[src/pcm_pkg.sv]
`timescale 1ns / 1ps

package pcm_pkg;

  // Field widths
  localparam int DIM_W          = 12;  // column and row
  localparam int PIX_W          = 8;
  localparam int HEIGHT_W       = 13;
  localparam int COEF_W         = 40;
  localparam int COEF_FRAC_BITS = 24;
  localparam int MAX_DIM        = 4096;

  // Datapath widths
  localparam int SQ_W    = 2 * DIM_W;               // x*x
  localparam int SPLIT   = COEF_W / 2;              // square coef cut into two halves
  localparam int SUM_W   = 64;                      // full fixed-point sum
  localparam int ROW_W   = SUM_W - COEF_FRAC_BITS;  // rounded curve row
  localparam int CFG_IDX_W = 3;

  localparam logic [HEIGHT_W-1:0] HEIGHT_RESET = HEIGHT_W'(480);
  localparam logic [PIX_W-1:0]    PIX_FULL     = '1;
  localparam logic [PIX_W-1:0]    PIX_CLEAR    = '0;

  typedef enum logic [1:0] {
    MODE_MARK        = 2'd0,
    MODE_CLEAR_BELOW = 2'd1,
    MODE_CLEAR_ABOVE = 2'd2,
    MODE_FILL        = 2'd3
  } draw_mode_e;

  typedef enum logic [CFG_IDX_W-1:0] {
    REG_FIRST_SQUARE  = 3'd0,
    REG_FIRST_LINEAR  = 3'd1,
    REG_FIRST_OFFSET  = 3'd2,
    REG_SECOND_SQUARE = 3'd3,
    REG_SECOND_LINEAR = 3'd4,
    REG_SECOND_OFFSET = 3'd5,
    REG_DRAW_MODE     = 3'd6,
    REG_IMAGE_HEIGHT  = 3'd7
  } reg_idx_e;

  typedef struct packed {
    logic [DIM_W-1:0] pixel_col;
    logic [DIM_W-1:0] pixel_row;
    logic [PIX_W-1:0] pixel_in;
  } in_word_t;

  typedef struct packed {
    logic [PIX_W-1:0] pixel_out;
    logic             pixel_changed;
  } out_word_t;

  // Settings the rule stage needs
  typedef struct packed {
    draw_mode_e          mode;
    logic [HEIGHT_W-1:0] height;
  } rule_cfg_t;

endpackage

[src/pcm_curve.sv]
`timescale 1ns / 1ps

// a*x^2 + b*x + c, rounded half away from zero. Four register stages.
module pcm_curve import pcm_pkg::*; (
  input  logic                    clk_i,
  input  logic                    en_i,
  input  logic signed [COEF_W-1:0] square_i,
  input  logic signed [COEF_W-1:0] linear_i,
  input  logic signed [COEF_W-1:0] offset_i,
  input  logic [DIM_W-1:0]        col_i,
  input  logic [SQ_W-1:0]         col_sq_i,
  output logic signed [ROW_W-1:0] row_o
);

  localparam int LO_PROD_W  = SPLIT + 1 + SQ_W + 1;
  localparam int HI_PROD_W  = COEF_W - SPLIT + SQ_W + 1;
  localparam int LIN_PROD_W = COEF_W + DIM_W + 1;

  logic signed [SPLIT:0]          sq_lo_s;
  logic signed [COEF_W-SPLIT-1:0] sq_hi_s;
  logic signed [SQ_W:0]           col_sq_s;
  logic signed [DIM_W:0]          col_s;

  logic signed [LO_PROD_W-1:0]  prod_lo_d, prod_lo_q;
  logic signed [HI_PROD_W-1:0]  prod_hi_d, prod_hi_q;
  logic signed [LIN_PROD_W-1:0] prod_lin_d, prod_lin_q;
  logic signed [SUM_W-1:0]      sq_d, sq_q, lc_d, lc_q, sum_d, sum_q, rnd;
  logic signed [ROW_W-1:0]      row_d, row_q;

  // stage A: partial products (square coef split in halves)
  assign sq_lo_s    = $signed({1'b0, square_i[SPLIT-1:0]});
  assign sq_hi_s    = $signed(square_i[COEF_W-1:SPLIT]);
  assign col_sq_s   = $signed({1'b0, col_sq_i});
  assign col_s      = $signed({1'b0, col_i});
  assign prod_lo_d  = sq_lo_s * col_sq_s;
  assign prod_hi_d  = sq_hi_s * col_sq_s;
  assign prod_lin_d = linear_i * col_s;

  // stage B: recombine square term, linear plus offset
  assign sq_d = (SUM_W'(prod_hi_q) <<< SPLIT) + SUM_W'(prod_lo_q);
  assign lc_d = SUM_W'(prod_lin_q) + SUM_W'(offset_i);

  // stage C: full sum; range of the fields keeps it inside 64 bits
  assign sum_d = sq_q + lc_q;

  // stage D: round half away from zero
  assign rnd   = sum_q + SUM_W'(64'd1 << (COEF_FRAC_BITS - 1)) - SUM_W'(sum_q[SUM_W-1]);
  assign row_d = rnd[SUM_W-1:COEF_FRAC_BITS];

  always_ff @(posedge clk_i) begin
    if (en_i) begin
      prod_lo_q  <= prod_lo_d;
      prod_hi_q  <= prod_hi_d;
      prod_lin_q <= prod_lin_d;
      sq_q       <= sq_d;
      lc_q       <= lc_d;
      sum_q      <= sum_d;
      row_q      <= row_d;
    end
  end

  assign row_o = row_q;

endmodule

[config.mk]
export PLATFORM = sky130hd
export DESIGN_NAME = pcm_curve
export DESIGN_NICKNAME = d
export VERILOG_FILES = /design/src/pcm_pkg.sv /design/src/pcm_curve.sv
export SDC_FILE = /design/constraint.sdc
export NUM_CORES = 2
export LEC_CHECK = 0
export CORE_ASPECT_RATIO = 2
export CORE_MARGIN = 1.5
export CORE_UTILIZATION = 29
export CTS_CLUSTER_SIZE = 12
export DETAILED_ROUTE_END_ITERATION = 10
export DONT_BUFFER_PORTS = 1
export GPL_ROUTABILITY_DRIVEN = 0
export HOLD_SLACK_MARGIN = 0.08
export SETUP_SLACK_MARGIN = 0.15
export SLEW_MARGIN = 10
export SYNTH_ARGS = -nofsm -noshare
export SYNTH_HDL_FRONTEND = slang
export SYNTH_SLANG_ARGS = --single-unit
[constraint.sdc]
create_clock -name clk_i -period 7.46 [get_ports clk_i]
set_clock_uncertainty 0.1 [all_clocks]
set_input_delay 0.746 -clock clk_i [delete_from_list [all_inputs] [get_ports clk_i]]
set_output_delay 0.746 -clock clk_i [all_outputs]
set_load 0.05 [all_outputs]
# Yosys cells after proc, flatten, opt, wreduce, memory -nomap -nowiden
# Cells that the tools add are included.
[word_totals] register_bits=373 input_bits=158 output_inout_bits=40 elab_cells=15
[op_classes] n_addsub=5 multipliers=3
[ops] cell="adder 64 x 24 -> 64 bit, second input constant" count=1
[ops] cell="adder 64 x 45 -> 64 bit" count=1
[ops] cell="adder 64 bit" count=1
[ops] cell="subtractor 64 x 1 -> 64 bit" count=1
[ops] cell="adder 53 x 40 -> 54 bit" count=1
[ops] cell="multiplier 40 x 13 -> 53 bit" count=1
[ops] cell="multiplier 20 x 24 -> 44 bit" count=1
[ops] cell="multiplier 20 x 25 -> 44 bit" count=1

# Logic depth before layout (Yosys ltp)
[logic_depth] depth_word=2 mapped_depth=27 mapped_depth_nobuf=26

# Worst setup path before layout
# OpenSTA, ideal clock, no wires.
[synth_timing] kind="input-to-reg" from="input square_i[31]" to="register prod_hi_q[41] (data pin)" setup_time_ns=0.135 t_arrival_ns=6.935 required_ns=7.225 setup_slack_ns=0.289 stages=25 n_path_buf=1 cell_sequence="clkbuf_1 -> nand2_1 -> fa_1 -> inv_1 -> fa_1 -> inv_1 -> fa_1 -> inv_1 -> fa_1 -> fa_1 -> fa_1 -> inv_1 -> fa_1 -> inv_1 -> ha_1 -> a21oi_1 -> o21ai_1 -> a21oi_1 -> o21ai_1 -> a21o_1 -> a221o_1 -> o2111ai_2 -> a2111oi_2 -> or4_1 -> nand3_1"
[synth_between] elab_chain_len=1
[synth_lines] item="start, declared" line="pcm_curve.sv:7" text="input logic signed [COEF_W-1:0] square_i,"
[synth_lines] item="multiplier 20 x 25 -> 44 bit" line="pcm_curve.sv:36" text="assign prod_hi_d = sq_hi_s * col_sq_s;"
[synth_lines] item="net prod_hi_d[41]" line="pcm_curve.sv:25" text="logic signed [HI_PROD_W-1:0] prod_hi_d, prod_hi_q;"
[synth_lines] item="end signal, assigned" line="pcm_curve.sv:53" text="prod_hi_q <= prod_hi_d;"
[synth_lines] item="end, declared" line="pcm_curve.sv:25"
# The timed path passes the listed nets, and every way through them passes these cells.
# A chain may end at the register's enable or synchronous reset.

# Final worst setup path
[layout_timing] from="input col_sq_i[17]" to="register prod_hi_q[43] (data pin)"
[layout_between] elab_chain_len=1
[layout_lines] item="start, declared" line="pcm_curve.sv:11" text="input logic [SQ_W-1:0] col_sq_i,"
[layout_lines] item="multiplier 20 x 25 -> 44 bit" line="pcm_curve.sv:36"
[layout_lines] item="net prod_hi_d[43]" line="pcm_curve.sv:25"
# The timed path passes the listed nets, and every way through them passes these cells.

==> metrics.csv <==
stage,metric,value,unit
outcome,run status,completed,
critical_path,data arrival time of the worst path,7.17,ns
timing,unrepaired setup endpoints after global routing,false,
cts,clock network latency to the later pin of the worst-skew pair,0.60,ns
timing,final worst path period share,91.3,%
placement,half-perimeter wire length after detailed placement,171000,um
critical_path,cell at the slowest stage of the critical path,sky130_fd_sc_hd__fa_1,
timing,final worst hold slack,0.264,ns
timing,highest clock frequency the design can meet,147,MHz
cts,clk buf depth,3,
critical_path,Worst R2R End,lc_q[46],
critical_path,highest net fanout along the worst path,40,
floorplanning,Rows,254,
cts,number of sinks on the clock net,363,
synthesis,Synthesized Nets,9437,
synthesis,flip-flop cell with the highest count after synthesis,sky130_fd_sc_hd__edfxtp_1,
synthesis,Synthesis Warnings,0,
global_route,overall global routing resource usage,17.5,%
synthesis,number of distinct standard cells referenced by the synthesized netlist,97,
timing,minimum period implied by the final worst setup slack,6.81,ns
floorplanning,full die area,244000,um^2
critical_path,capturing instance or port of the critical path,prod_hi_q[43],
route,Routed WL per cell,20.3,um
route,Total Routed Length,212000,um
cts,Post-CTS Hold Fix Bufs,0,
route,number of vias in the routed layout,50800,
synthesis,register area share after synthesis,15.6,%
cells_and_area,relative area change from synthesis to final layout,6.19,%
cts,H-tree depth,2,
timing,Least-Margin Pin Slew,1.49,ns
cells_and_area,Final nets,9207,
global_route,number of global-route vias before repair,56700,
critical_path,CP Depth,22,
critical_path,source of the worst register-to-register timing path,prod_lin_q[0],
critical_path,register-to-register setup slack,3.47,ns
timing,hold violation count in the final report,0,
critical_path,CP Launch Type,input pin,
route,number of DRC markers after the initial detailed-route iteration,2967,
synthesis,flip-flop and latch count after synthesis,363,
worst_hold_path,worst min-delay path class,in -> reg,
critical_path,CP most frequent cell,sky130_fd_sc_hd__fa_1,
global_route,pin count of the biggest net entering global routing,364,
critical_path,"Data required, critical path",7.82,ns
timing,relative slew slack,0.973,%
critical_path,type of the worst setup path,in -> reg,
synthesis,Mapped Area,69900,um^2
global_route,wire length of the first global-routing pass,327000,um
timing,least setup slack across all paths after layout,0.650,ns
cts,# Post-CTS Setup Buffers,0,
timing,max-slew violations,0,
critical_path,"Cell Chain, Critical Path",and2_1 > fa_1 > fa_1 > inv_1 > fa_1 > inv_1 > fa_1 > fa_1 > fa_1 > fa_1 > ha_1 > a21oi_1 > o21ai_1 > a21oi_1 > o21ai_1 > a21o_1 > a221o_1 > o2111ai_2 > a2111oi_2 > buf_4 > or3_1 > nand3_1,
floorplanning,Die W,350,um
global_route,number of antenna violations at the first check in global routing,26,
cts,Resize count post-CTS,0,
critical_path,slowest cell delay on critical path,0.57,ns
placement,number of buffer cells added on primary ports,0,
critical_path,worst reg-to-reg path cell count,13,
cts,CTS tree,built,
floorplanning,initial core utilization,29.2,%
route,final routed DRC violation total,0,
route,1st-pass router iterations,5,
synthesis,"EDFF count, synth",363,
cts,Clock Tree Root,sky130_fd_sc_hd__clkbuf_16,
cells_and_area,fraction of layout instances using a drive strength above 1,2.16,%
cts,TritonCTS buffer count,38,
route,Via-to-Cell Ratio,4.88,
placement,worst setup timing slack at the placement stage,0.0817,ns
timing,final-report setup violation count,0,
floorplanning,core area,240000,um^2
floorplanning,I/O Pins,198,
critical_path,Setup crit end kind,register,
synthesis,async set-or-reset flop fraction in the synthesized netlist,0,%
route,count of antenna-violating nets left after detailed routing,0,
synthesis,count of mapped cells out of synthesis,7427,
cells_and_area,final core utilization,31.0,%
run,count of max-cap constraint violations,0,
floorplanning,Vert. Die Dim,697,um
critical_path,crit-path leading delay family,adder cells,
critical_path,start point of the critical path,col_sq_i[17],
synthesis,Synth Area per Inst,9.41,um^2
global_route,gr ovfl total,0,
cells_and_area,fill cell instance count of the final layout,24900,
critical_path,Worst Path Buf+Inv,3,
cts,Clock Pin Slew Worst Setup and Hold Paths,0.06,ns
[synth_stat cells, types with 14 or more instances]
| library cell | number | area [um^2] |
|---|---|---|
| sky130_fd_sc_hd__inv_1 | 1423 | 5340 |
| sky130_fd_sc_hd__nand4_1 | 45 | 282 |
| sky130_fd_sc_hd__o21ai_1 | 26 | 130 |
| sky130_fd_sc_hd__nor2_1 | 169 | 634 |
| sky130_fd_sc_hd__or3_1 | 14 | 87.6 |
| sky130_fd_sc_hd__o21ai_0 | 135 | 676 |
| sky130_fd_sc_hd__nand2b_1 | 57 | 357 |
| sky130_fd_sc_hd__a211oi_1 | 21 | 158 |
| sky130_fd_sc_hd__o211ai_1 | 18 | 135 |
| sky130_fd_sc_hd__a221oi_1 | 14 | 123 |
| sky130_fd_sc_hd__clkbuf_1 | 314 | 1180 |
| sky130_fd_sc_hd__nor2b_1 | 34 | 213 |
| sky130_fd_sc_hd__o21a_1 | 34 | 255 |
| sky130_fd_sc_hd__nand2_1 | 896 | 3360 |
| sky130_fd_sc_hd__ha_1 | 646 | 8080 |
| sky130_fd_sc_hd__a21oi_1 | 308 | 1540 |
| sky130_fd_sc_hd__and3_1 | 50 | 313 |
| sky130_fd_sc_hd__fa_1 | 1206 | 24100 |
| sky130_fd_sc_hd__a31oi_1 | 31 | 194 |
| sky130_fd_sc_hd__edfxtp_1 | 363 | 10900 |
| sky130_fd_sc_hd__xnor2_1 | 202 | 1770 |
| sky130_fd_sc_hd__nor3_1 | 46 | 230 |
| sky130_fd_sc_hd__a21o_1 | 191 | 1430 |
| sky130_fd_sc_hd__o21bai_1 | 53 | 398 |
| sky130_fd_sc_hd__nand3_1 | 57 | 285 |
| sky130_fd_sc_hd__xor2_1 | 113 | 990 |
| sky130_fd_sc_hd__and2_1 | 727 | 4550 |
[registers in the layout, indices dropped and copies added (netlist names)]
register / cells
lc_q: 54
sum_q: 64
row_o: 40
sq_q: 64
prod_lin_q: 53
prod_hi_q: 44
prod_lo_q: 44
[worst min-delay path by stage]
stage                  startpoint        end  slack, ns  depth (start not counted)
floorplan            prod_lo_q[0]    sq_q[0]       0.30                          0
global placement     prod_lo_q[0]    sq_q[0]       0.30                          0
detailed placement  prod_lo_q[18]   sq_q[18]       0.30                          0
CTS                          en_i  row_o[14]       0.19                          0
global route                 en_i  row_o[14]       0.24                          0
finish                       en_i  row_o[14]       0.26                          0
[kinds of logic after synthesis]
group                    count (synthesis)  synth area share [%]
buffers and inverters                 1749                  9.40
AND/OR/NAND/NOR                       2147                  15.3
AO/OA/AOI/OAI                          998                  9.59
adder cells (fa/ha/maj)               1852                  46.1
multiplexers                             3                0.0447
XOR/XNOR                               315                  3.95
flip-flops                             363                  15.6
[stage by stage]
stage	instance area [um^2]	TNS, ns	instances
after CTS	74200	0	10400
after global routing	74200	0	10400
final	74300	0	10400
after floorplan	69900	0	7427
after detailed placement	73100	0	10400
after global placement	73100	-0.0452	10400
[cells in the final DEF, fill, tap and decap left out, drive strengths merged, types with 56 or more instances in the layout]
master / instances
a21oi: 312
ha: 646
buf: 56
and2: 727
nor2: 169
nand2b: 57
nand2: 896
o21ai: 165
nand3: 57
edfxtp: 363
xnor2: 202
a21o: 191
inv: 1425
xor2: 113
fa: 1206
[final cells by class]
class | count | area [um^2] | share of cell area (%)
Antenna cell | 10 | 25.0 | 0.0337
Clock buffer | 43 | 991 | 1.33
Clock inverter | 11 | 124 | 0.167
Inverter | 1423 | 5340 | 7.19
Multi-Input combinational cell | 5315 | 52400 | 70.6
Sequential cell | 363 | 10900 | 14.7
Tap cell | 3200 | 4000 | 5.39
Timing Repair Buffer | 56 | 420 | 0.566
[per-layer routing]
layer	vias to the layer above	track usage [%]	wire length (um)	share of wire (%)
met5	-	0	168	0.079
met4	26	12.0	17100	8.1
met3	495	3.49	13800	6.5
met2	1460	32.1	109000	51
met1	26000	17.5	71800	34
li1	22900	-	-	-
Power is not shown: default switching activity piles up to over one toggle a cycle in this logic, so the estimate is an artifact.
