==> src/pcm_pkg.sv <==
`timescale 1ns / 1ps

package pcm_pkg;

  // Field widths
  localparam int DIM_W          = 12;  // column and row
  localparam int PIX_W          = 8;
  localparam int HEIGHT_W       = 13;
  localparam int COEF_W         = 40;
  localparam int COEF_FRAC_BITS = 24;
  localparam int MAX_DIM        = 4096;

  // Datapath widths
  localparam int SQ_W    = 2 * DIM_W;               // x*x
  localparam int SPLIT   = COEF_W / 2;              // square coef cut into two halves
  localparam int SUM_W   = 64;                      // full fixed-point sum
  localparam int ROW_W   = SUM_W - COEF_FRAC_BITS;  // rounded curve row
  localparam int CFG_IDX_W = 3;

  localparam logic [HEIGHT_W-1:0] HEIGHT_RESET = HEIGHT_W'(480);
  localparam logic [PIX_W-1:0]    PIX_FULL     = '1;
  localparam logic [PIX_W-1:0]    PIX_CLEAR    = '0;

  typedef enum logic [1:0] {
    MODE_MARK        = 2'd0,
    MODE_CLEAR_BELOW = 2'd1,
    MODE_CLEAR_ABOVE = 2'd2,
    MODE_FILL        = 2'd3
  } draw_mode_e;

  typedef enum logic [CFG_IDX_W-1:0] {
    REG_FIRST_SQUARE  = 3'd0,
    REG_FIRST_LINEAR  = 3'd1,
    REG_FIRST_OFFSET  = 3'd2,
    REG_SECOND_SQUARE = 3'd3,
    REG_SECOND_LINEAR = 3'd4,
    REG_SECOND_OFFSET = 3'd5,
    REG_DRAW_MODE     = 3'd6,
    REG_IMAGE_HEIGHT  = 3'd7
  } reg_idx_e;

  typedef struct packed {
    logic [DIM_W-1:0] pixel_col;
    logic [DIM_W-1:0] pixel_row;
    logic [PIX_W-1:0] pixel_in;
  } in_word_t;

  typedef struct packed {
    logic [PIX_W-1:0] pixel_out;
    logic             pixel_changed;
  } out_word_t;

  // Settings the rule stage needs
  typedef struct packed {
    draw_mode_e          mode;
    logic [HEIGHT_W-1:0] height;
  } rule_cfg_t;

endpackage

==> src/pcm_rule.sv <==
`timescale 1ns / 1ps

// Mode rule and output register.
module pcm_rule import pcm_pkg::*; (
  input  logic                    clk_i,
  input  logic                    en_i,
  input  rule_cfg_t               cfg_i,
  input  logic [DIM_W-1:0]        row_i,
  input  logic [PIX_W-1:0]        pix_i,
  input  logic signed [ROW_W-1:0] p_first_i,
  input  logic signed [ROW_W-1:0] p_second_i,
  output out_word_t               word_o
);

  logic [HEIGHT_W-1:0]   h_eff;
  logic [HEIGHT_W-1:0]   row_ext, row_inc;
  logic signed [ROW_W:0] row_s, p1_s, p2_s;
  logic                  in_image, hit;
  logic [PIX_W-1:0]      fill_val;
  out_word_t             word_d, word_q;

  assign h_eff    = (cfg_i.height > HEIGHT_W'(MAX_DIM)) ? HEIGHT_W'(MAX_DIM) : cfg_i.height;
  assign row_ext  = HEIGHT_W'(row_i);
  assign row_inc  = row_ext + HEIGHT_W'(1);
  assign in_image = row_ext < h_eff;

  assign row_s = $signed((ROW_W + 1)'(row_i));
  assign p1_s  = (ROW_W + 1)'(p_first_i);
  assign p2_s  = (ROW_W + 1)'(p_second_i);

  always_comb begin
    fill_val = PIX_CLEAR;
    hit      = 1'b0;
    unique case (cfg_i.mode)
      MODE_MARK:        hit = row_s == p1_s;
      MODE_CLEAR_BELOW: hit = row_s >= p1_s;
      // bottom row is never cleared
      MODE_CLEAR_ABOVE: hit = (row_inc < h_eff) && (row_s < p1_s);
      MODE_FILL: begin
        hit      = (row_s >= p1_s) && (row_s <= p2_s);
        fill_val = PIX_FULL;
      end
      default:          hit = 1'b0;
    endcase
    hit = hit && in_image;
    word_d.pixel_out     = hit ? fill_val : pix_i;
    word_d.pixel_changed = hit;
  end

  always_ff @(posedge clk_i) begin
    if (en_i) begin
      word_q <= word_d;
    end
  end

  assign word_o = word_q;

endmodule

==> config.mk <==
export PLATFORM = sky130hd
export DESIGN_NAME = pcm_rule
export DESIGN_NICKNAME = d
export VERILOG_FILES = /design/src/pcm_pkg.sv /design/src/pcm_rule.sv
export SDC_FILE = /design/constraint.sdc
export NUM_CORES = 1
export LEC_CHECK = 0
export BUFFER_PORTS_ARGS = -buffer_cell sky130_fd_sc_hd__buf_2
export CAP_MARGIN = 20
export CORE_MARGIN = 5
export CORE_UTILIZATION = 43
export CTS_CLUSTER_DIAMETER = 200
export DETAILED_ROUTE_END_ITERATION = 7
export PLACE_DENSITY = 0.84
export SYNTH_ARGS = -nofsm -noshare
export SYNTH_HDL_FRONTEND = slang
export SYNTH_SLANG_ARGS = --single-unit
==> constraint.sdc <==
create_clock -name clk_i -period 4.3 [get_ports clk_i]
set_input_delay 0.86 -clock clk_i [delete_from_list [all_inputs] [get_ports clk_i]]
set_output_delay 0.86 -clock clk_i [all_outputs]
set_load 0.1 [all_outputs]
# == Yosys cells after proc, flatten, opt, wreduce, memory -nomap -nowiden ==
# Index checks and enable logic that the tools add are counted.
# Widths: inputs -> output; s select.
# totals
register_bits,9
input_bits,117
out_inout_bits,9
elab_cells,21
# classes
n_addsub,1
n_lt_le_gt_ge,6
eq_ne,4
muxes,4
reduce_logical,4
# op_table
operator,n
$eq 13x40->1,1
$ge 13x40->1,1
$le 13x40->1,1
$lt 13x40->1,1
$mux 8,2
$add 12x1->13 const B,1
$gt 13x13->1 const B,1
$lt 12x13->1,1
$lt 13x13->1,1
$mux 13,1
$eq 2x2->1 const B,2
$pmux 1 s4,1
$logic_and 1x1->1,3
$eq 2x1->1 const B,1
$logic_not 2->1,1

# == Longest topological paths before layout ==
# Gate-level depths: netlist (run 1).
# depth
word_depth,7
mapped_depth,14
mapped_depth_nobuf,13

# == Least setup slack after synthesis (run 1) ==
# Ideal clock, no wire load.
# synth_timing
path_kind,input-to-reg
from,input port cfg_i[12] (netlist bit)
to,"register word_q, in the netlist word_o[1] (data pin)"
setup_time_ns,0.144
t_arrival_ns,3.082
required_time_ns,4.156
slack_ns,1.074
path_stages,13
n_path_buf,2
path_cell_list,inv_1 -> buf_1 -> nand2_1 -> ha_1 -> a21o_1 -> a21o_1 -> a211oi_1 -> o21ai_0 -> a21oi_1 -> o32ai_1 -> or3_1 -> buf_6 -> o21ai_2
# synth_lines
item,line_no,rtl
from (decl),pcm_rule.sv:7,"input rule_cfg_t cfg_i,"
to (signal assigned),pcm_rule.sv:52,word_q <= word_d;
to (decl),pcm_rule.sv:20,"out_word_t word_d, word_q;"

==> metrics.md, run 1 <==
| Metric | Value |
|---|---|
| Top FF cell, synth | `edfxtp_1` |
| ANT cells | `0` |
| Area of the multi-input gates | `1490 µm²` |
| Final cycle utilization of the critical path | `roughly four fifths` |
| Max-cap violations | `0` |
| Die W | `approximately 76 µm` |
| Final antenna-violating net count | `0` |
| Crit-path max cell delay | `between 500 and 600 ps` |
| Root Buffer | `clkbuf_8` |
| Final WL | `between 5 and 6 mm` |
| Number of synthesized flops with an enable pin | `9` |
| Num CTS Buffers | `3` |
| DP Wirelength | `a little over 5 mm` |
| Clk buf depth | `2` |
| Mean post-synth cell area | `roughly 8 µm²` |
| Fillers | `between 300 and 400` |
| Crit-path slowest cell | `or3_1` |
| Async S/R FF share, synth | `0%` |
| Number of port buffers | `125` |
| Core area | `~4300 µm²` |
| Largest net degree at the start of global routing | `16` |
| CP Launch Type | `input pin` |
| # resized after CTS | `0` |
| Seq/Total Area, Yosys | `14.2%` |
| Worst Hold Class | `in -> reg` |
| Clock transition at path regs | `roughly 50 ps` |
| First-pass GRT wire length | `slightly above 9 mm` |
| Nets | `about 530` |
| Initial DRC count | `66` |
| Initial core utilization | `about 44%` |
| Leak pwr | `approximately 1.4 nW` |
| Synth-to-Final Area Change | `37.9%` |
| DIE AREA | `5850 µm²` |
| VDD IR max | `between 0.0001 and 0.00015 V` |
| Vias | `2,231` |
| Pwr/cell area | `185 nW/µm²` |
| Slew @ Worst Pin | `585 ps` |
| DR vias/cell | `about 5.4` |
| Cts hold-fix bufs | `0` |
| CTS tree | `built` |
| Slew headroom | `between 60% and 70%` |
| Synth Instances | `about 230` |
| WP buf/inv | `2` |
| Final Wtd Congestion | `0.892` |
| Post-CTS Setup Bufs | `0` |
| Most used cell, CP | `a21o_1` |
| Hold path depth | `3` |
| Crit Path Max Fanout | `15` |
| RSZ-0062 raised after global routing | `false` |
| Vias in the first global route | `roughly 2,100` |
| Final core occ | `roughly three fifths` |
| Share of cells above drive strength 1 | `38.3%` |
| CP arrival | `3540 ps` |
| Row cnt | `24` |
| Total GRT Usage | `between 10% and 20%` |
| Most common cell in the netlist | `ha_1` |
| Initial antenna violation count | `0` |
| Worst Path Required | `around 4400 ps` |
| Most frequent cells after synthesis | `ha_1 (48), inv_1 (34), nand2_1 (19)` |
| GRT Residual Overflow | `0` |
| H-tree levels | `1` |
| Hold wc startpoint | `pix_i[2]` |
| F_max | `289 MHz` |
| # IOs | `approximately 130` |
| DR pass1 iterations | `4` |
| Worst Setup End Kind | `register` |
| Storage cell area | `approximately 270 µm²` |
| Status | `completed` |
| Tot Pwr | `approximately 0.49 mW` |
| Final setup fails | `0` |
| Worst hold path endpoint | `word_o[3]$_DFFE_PP_` |
| Final Max Slew Viols | `0` |
| Setup TNS | `0 ps` |
| Die Y | `approximately 76 µm` |
| Yosys reg bits | `9` |
| Tmin final | `approximately 3500 ps` |
| CTS sink count | `9` |
| Critical path class | `in -> reg` |
| Cell taking the most area after synthesis | `ha_1` |
| Count of cell types in the netlist | `34` |
| Max reg flops | `9` |
| Synth Net Count | `roughly 400` |
| Drc violations | `0` |
| Main area contributors after synthesis | `ha_1 (32%), edfxtp_1 (14%), inv_1 (6.7%), nor4_1 (4.6%), a21oi_1 (4.0%)` |
| Cell area after synthesis | `around 1900 µm²` |
| Crit path max-delay family | `compound AO/OA/AOI/OAI gates` |
| Wire length per cell | `14.1 µm` |
| Critical-path cell list | `buf_2 > inv_1 > nand2_1 > ha_1 > a21o_1 > a21o_1 > a211oi_1 > o21ai_0 > a21oi_1 > o32ai_1 > or3_1 > o21ai_2` |
| Hold Vio Cnt, Final | `0` |
| Warnings, synthesis | `0` |
| Top-area cell type share of the netlist area | `a little under a third` |
==> per-layer routing <==
metal / track usage (%) / share of wire [%] / wire (µm)
met5: 0 / 0 / 0
met1: 22.5 / 42 / 2440
met4: 4.02 / 0.91 / 53
met2: 33.5 / 50 / 2910
met3: 3.55 / 7.0 / 406
==> worst max path at each step <==
stage,startpoint,to,slack [ps],cells past startpoint
after floorplan,cfg_i[12],word_o[1]$_DFFE_PP_,1070,13
after global placement,row_i[0],word_o[2]$_DFFE_PP_,750,13
after detailed placement,cfg_i[12],word_o[1]$_DFFE_PP_,650,12
after CTS,cfg_i[12],word_o[8]$_DFFE_PP_,890,12
after global routing,cfg_i[12],word_o[8]$_DFFE_PP_,680,12
final,cfg_i[12],word_o[1]$_DFFE_PP_,840,12
==> logic make-up (layout without fill, tap and decap cells) <==
kind of cell,count (synthesis),count (layout),synth area share (%)
xor+xnor,10,10,4.61
fa+ha+maj,48,48,31.6
compound gates,55,55,20.4
flops,9,9,14.2
buf+inv,36,163,7.51
simple gates,75,75,21.7
==> area by class of cell <==
type	count	area share, %
inverters	34	4.87
multi-input cells	188	56.7
flip-flops and latches	9	10.3
well taps	52	2.48
repair buffers	125	23.9
clock buffers	4	1.72
==> worst min-delay path: stages <==
cell,delay [ps]
buf_2,70
inv_1,40
o21ai_2,110
==> report_power, final <==
part / leakage, nW / switching (mW) / internal (mW)
sequential: 0.0876 / 0.00202 / 0.108
combinational: 1.32 / 0.171 / 0.105
clock: 0.0228 / 0.0338 / 0.0646
==> through the flow <==
stage / hold slack, ps / cell area, µm² / cells / setup WS, ps
detailed placement: 1210 / 2570 / 408 / 651
global placement: 1190 / 2570 / 408 / 746
finish: 971 / 2620 / 412 / 844
floorplan: 972 / 1900 / 233 / 1070
CTS: 971 / 2620 / 412 / 885
global route: 975 / 2620 / 412 / 676
==> layout by cell type (no fill, tap or decap), types with 2 or more instances in the layout <==
| cell type | netlist | layout |
|---|---|---|
| nor3_1 | 4 | 4 |
| nand4_1 | 12 | 12 |
| nand2b_1 | 2 | 2 |
| a31oi_1 | 2 | 2 |
| nor4_1 | 14 | 14 |
| nor2b_1 | 3 | 3 |
| clkbuf_8 | 0 | 3 |
| nand3_1 | 8 | 8 |
| o21ai_0 | 7 | 7 |
| nand2_1 | 19 | 19 |
| xor2_1 | 2 | 2 |
| buf_2 | 0 | 125 |
| edfxtp_1 | 9 | 9 |
| o211ai_1 | 2 | 2 |
| o32ai_1 | 2 | 2 |
| and4_1 | 3 | 3 |
| o21ai_2 | 8 | 8 |
| ha_1 | 48 | 48 |
| a21oi_1 | 15 | 15 |
| nor2_1 | 2 | 2 |
| inv_1 | 34 | 34 |
| xnor2_1 | 8 | 8 |
| a211oi_1 | 4 | 4 |
| a21o_1 | 8 | 8 |
| or3_1 | 2 | 2 |
| and3_1 | 5 | 5 |
Note: power is estimated with default switching activity, not from simulation.
==> run 2: changes to the inputs <==
CORE_UTILIZATION = 39   (was 43)
PLACE_DENSITY = 0.8   (was 0.84)
clock period = 2.9 ns   (was 4.3 ns; I/O delays follow)
==> run 2 against run 1 <==
Critical path depth grew 2. Sequential power grew 49%. Die area grew 8.9%. Routed wire length grew 8.1%. Largest cell class unchanged. Non-clock buffer count grew 29. Combinational power grew 77%. Via count grew 3.3%. First-iteration DRC count shrank 14%. Cell area grew 16%. Power grew 63%. Clock-buffer cell count is the same. Cell count grew 11%.
==> metrics.md, run 2 (synthesized netlist as in run 1, its figures left out) <==
| Metric | Value |
|---|---|
| Die W | `79.8 µm` |
| Final antenna-violating net count | `0` |
| Nets | `555` |
| Final cycle utilization of the critical path | `between 90% and 100%` |
| Share of cells above drive strength 1 | `46.5%` |
| Final Wtd Congestion | `about 0.84` |
| Clock transition at path regs | `approximately 40 ps` |
| Max-cap violations | `0` |
| Final WL | `6.28 mm` |
| Max reg flops | `9` |
| Fin cells | `~460` |
| Fillers | `about 430` |
| Status | `completed` |
| Worst Hold Class | `in -> reg` |
| ANT cells | `0` |
| Row cnt | `25` |
| GRT Residual Overflow | `0` |
| Leak pwr | `around 1.6 nW` |
| Total GRT Usage | `between 10% and 20%` |
| DP Wirelength | `5.56 mm` |
| Worst Setup End Kind | `register` |
| Drc violations | `0` |
| Die Y | `between 70 and 80 µm` |
| Largest net degree at the start of global routing | `10` |
| Number of port buffers | `between 100 and 150` |
| CP arrival | `2950 ps` |
| Wire length per cell | `about 14 µm` |
| H-tree levels | `1` |
| Root Buffer | `clkbuf_8` |
| Area of the multi-input gates | `roughly 1600 µm²` |
| Most common cell after layout, fill and taps aside | `buf_2` |
| RSZ-0062 raised after global routing | `true` |
| Pwr/cell area | `~260 nW/µm²` |
| Initial core utilization | `roughly two fifths` |
| CTS sink count | `9` |
| Initial DRC count | `between 50 and 60` |
| Clk buf depth | `2` |
| Final core occ | `64.1%` |
| Hold Vio Cnt, Final | `0` |
| Num CTS Buffers | `3` |
| Most frequent cells in the layout | `buf_2 (120), ha_1 (46), inv_1 (33)` |
| Synth-to-Final Area Change | `59.5%` |
| VDD IR max | `roughly 0.00017 V` |
| Critical path class | `in -> reg` |
| Cells after DPL | `between 400 and 500` |
| CTS tree | `built` |
| Storage cell area | `~270 µm²` |
| Slew @ Worst Pin | `roughly 480 ps` |
| DR pass1 iterations | `4` |
| Crit Path Max Fanout | `8` |
| # IOs | `between 100 and 150` |
| Worst Path Required | `between 2000 and 3000 ps` |
| Initial antenna violation count | `0` |
| First-pass GRT wire length | `slightly above 10 mm` |
| DIE AREA | `~6400 µm²` |
| Final setup fails | `0` |
| Vias | `roughly 2,300` |
| Tmin final | `around 2900 ps` |
| Slew headroom | `~68%` |
| DR vias/cell | `about 5.1` |
| F_max | `about 350 MHz` |
| Final Max Slew Viols | `0` |
| CP Launch Type | `input pin` |
| Core area | `4720 µm²` |
| Minimum hold slack | `672 ps` |
| Vias in the first global route | `roughly 2,500` |
==> run 2: through the flow <==
stage	setup slack (ps)	total power [mW]	TNS (ps)	cell area [µm²]
finish	33.9	0.793	0	3030
global route	-67.3	0.851	-467	3030
CTS	6.07	0.782	0	2970
detailed placement	-303	0.615	-2530	2810
global placement	-183	0.599	-1470	2810
floorplan	27.1	0.430	0	1910
==> run 2: power by group <==
part / switching [mW] / internal [mW] / total, mW
logic: 0.275 / 0.213 / 0.488
clock network: 0.0449 / 0.0954 / 0.140
registers: 0.00335 / 0.161 / 0.164
total: 0.324 / 0.470 / 0.793
==> run 2: routing by layer <==
layer  GRT usage (%)  share of wire (%)  vias up
li1                -                  -     1191
met1            21.7                 41     1027
met2            37.1                 52       78
met3            2.71                6.4        9
met4            4.39                1.4        0
met5               0                  0        -
==> run 2: area by class of cell <==
class,instances,area share [%]
inverters,34,4.21
repair buffers,154,30.5
clock buffers,4,1.49
well taps,67,2.77
multi-input cells,188,52.1
flip-flops and latches,9,8.92
==> run 2: what timing repair did <==
item                       CTS  global route
buffers inserted             2             1
setup endpoints to repair    8             9
hold buffers                 0             0
cloned                       1             0
gates resized for setup     15            10
pin swaps                    3             1
==> run 2: path summary, 6_finish.rpt <==
path	start	to	depth (start not counted)
worst min-delay path	pix_i[3]	word_o[4]$_DFFE_PP_	3
worst max-delay path	row_i[2]	word_o[2]$_DFFE_PP_	14
==> run 2: worst max-delay path: stages <==
cell and delay, ps:
buf_6 90, and3_4 170, and3_4 190, xor2_2 140, ha_1 290, a21o_1 170, a21o_1 180, a21oi_2 150
o21ai_2 80, a21oi_2 190, o32ai_4 120, or3_1 380, buf_6 160, o21ai_2 60
==> run 3: changes to the inputs <==
PLACE_DENSITY = 0.89   (was 0.8)
==> run 3 against run 2 <==
Cell count down 1.5%. Non-clock buffer count down 7. Global-route usage down 0.080 points. Utilization down 2.8 points. Combinational power down 5.1%. Power down 2.1%. Clock-buffer cell count unchanged. Via count up 3.2%. Hold slack better by 1.7 ps. Sequential cell count unchanged. Largest power group unchanged.
==> metrics.md, run 3 (synthesized netlist as in run 1, its figures left out) <==
| Metric | Value |
|---|---|
| F_max | `348 MHz` |
| First-pass GRT wire length | `9.95 mm` |
| Die W | `roughly 80 µm` |
| Clk buf depth | `2` |
| DP Wirelength | `between 5 and 6 mm` |
| Setup TNS | `0 ps` |
| Slew headroom | `about two thirds` |
| Most frequent cells in the layout | `buf_2 (120), ha_1 (47), inv_1 (34)` |
| Sw power | `approximately 0.33 mW` |
| Num CTS Buffers | `3` |
| Final antenna-violating net count | `0` |
| Pint | `roughly 0.45 mW` |
| # IOs | `about 130` |
| H-tree levels | `1` |
| Final setup fails | `0` |
| Max reg flops | `9` |
| RSZ-0062 raised after global routing | `true` |
| CP Launch Type | `input pin` |
| CTS sink count | `9` |
| Post-CTS Setup Bufs | `0` |
| Largest net degree at the start of global routing | `10` |
| Combinational share of power | `59.6%` |
| DR vias/cell | `between 5 and 6` |
| Switching part of the total | `between 40% and 50%` |
| CTS tree | `built` |
| Fin cells | `roughly 450` |
| VDD IR max | `0.000144 V` |
| CP arrival | `between 2000 and 3000 ps` |
| Cts hold-fix bufs | `0` |
| Vias in the first global route | `between 2,000 and 2,500` |
| Most common cell after layout, fill and taps aside | `buf_2` |
| DIE AREA | `approximately 6400 µm²` |
| Max-cap violations | `0` |
| Cells after DPL | `445` |
| Initial antenna violation count | `0` |
| Capture point of the worst path | `word_o[4]$_DFFE_PP_` |
| Fillers | `around 400` |
| Final Wtd Congestion | `a little over 0.9` |
| Synth-to-Final Area Change | `52.6%` |
| Leak pwr | `about 1.6 nW` |
| Final cycle utilization of the critical path | `between 90% and 100%` |
| Tmin final | `between 2000 and 3000 ps` |
| DP Worst Slack | `-421 ps` |
| Tot Pwr | `around 0.8 mW` |
| DR pass1 iterations | `4` |
| Slew @ Worst Pin | `between 400 and 500 ps` |
| Drc violations | `0` |
| Final Max Slew Viols | `0` |
| Worst Hold Class | `in -> reg` |
| Row cnt | `25` |
| Vias | `2,379` |
| Storage cell area | `~270 µm²` |
| Seq pwr share | `between 20% and 30%` |
| CP Launch Point | `row_i[2]` |
| Area of the multi-input gates | `approximately 1500 µm²` |
| Hold Vio Cnt, Final | `0` |
| Final WS setup | `26.3 ps` |
| Initial core utilization | `roughly 40%` |
| Root Buffer | `clkbuf_8` |
| Initial DRC count | `76` |
| Die Y | `79.8 µm` |
| Total GRT Usage | `a little under a fifth` |
| GRT Residual Overflow | `0` |
| ANT cells | `0` |
| Worst Setup End Kind | `register` |
| Crit Path Max Fanout | `9` |
| Critical path class | `in -> reg` |
| Wire length per cell | `~14 µm` |
| Nets | `548` |
| Status | `completed` |
| Number of port buffers | `between 100 and 150` |
| Clock transition at path regs | `about 50 ps` |
| Share of cells above drive strength 1 | `44.0%` |
| Worst Path Required | `2890 ps` |
| Clock Power Share | `19.3%` |
| Final WL | `6.32 mm` |
| Core area | `about 4700 µm²` |
| Pwr/cell area | `~270 nW/µm²` |
[run 3: metal layers]
metal  vias to the layer above  track usage (%)  wire [µm]
met4                         0             8.45        240
met3                        26             1.92        414
met1                      1074             21.3       2370
li1                       1178                -          -
met5                         -                0          0
met2                       101             35.9       3290
[run 3: how the worst min path moves through the flow]
stage | cells after the start | slack, ps | to | start
6_report | 3 | 670 | word_o[2]$_DFFE_PP_ | pix_i[1]
5_1_grt | 3 | 700 | word_o[6]$_DFFE_PP_ | pix_i[5]
4_1_cts | 3 | 670 | word_o[2]$_DFFE_PP_ | pix_i[1]
3_5_place_dp | 3 | 920 | word_o[2]$_DFFE_PP_ | pix_i[1]
3_3_place_gp | 3 | 920 | word_o[7]$_DFFE_PP_ | pix_i[6]
2_1_floorplan | 0 | 690 | word_o[0]$_DFFE_PP_ | en_i
[run 3: power by group through the flow]
| stage | Clock (mW) | Combinational, mW | Sequential (mW) |
|---|---|---|---|
| 2_1_floorplan | 0 | 0.163 | 0.267 |
| 4_1_cts | 0.150 | 0.449 | 0.164 |
| 5_1_grt | 0.155 | 0.506 | 0.165 |
| 6_report | 0.150 | 0.463 | 0.164 |
| 3_5_place_dp | 0 | 0.445 | 0.166 |
| 3_3_place_gp | 0 | 0.428 | 0.165 |
[run 3: repair_timing]
item | 4_1_cts | 5_1_grt
pin swaps | 2 | 2
resized for setup | 4 | 13
endpoints found under the setup margin | 8 | 9
[run 3: final cells by class]
class                      instances  share of cell area [%]
clock buffer                       4                    1.55
inverter                          34                    4.40
multi-input combinational        188                    52.9
sequential                         9                    9.32
tap                               67                    2.89
timing repair buffer             147                    28.9
[run 3: stage by stage]
stage | hold slack (ps) | area, µm² | util, %
after CTS | 674 | 2840 | 60.1
after floorplan | 692 | 1910 | -
after detailed placement | 924 | 2780 | 58.9
after global placement | 916 | 2780 | 58.9
final | 674 | 2900 | 61.4
after global routing | 696 | 2900 | 61.4
[run 3: critical path, cell delays in order]
cell and delay, ps:
buf_6 100, and3_4 180, and3_4 190, xor2_1 140
ha_1 310, a21o_1 160, a21o_1 160, a21oi_1 130
o21ai_1 110, a21oi_2 180, o32ai_2 120, buf_4 160
a21oi_4 130, buf_12 150, o21ai_2 60
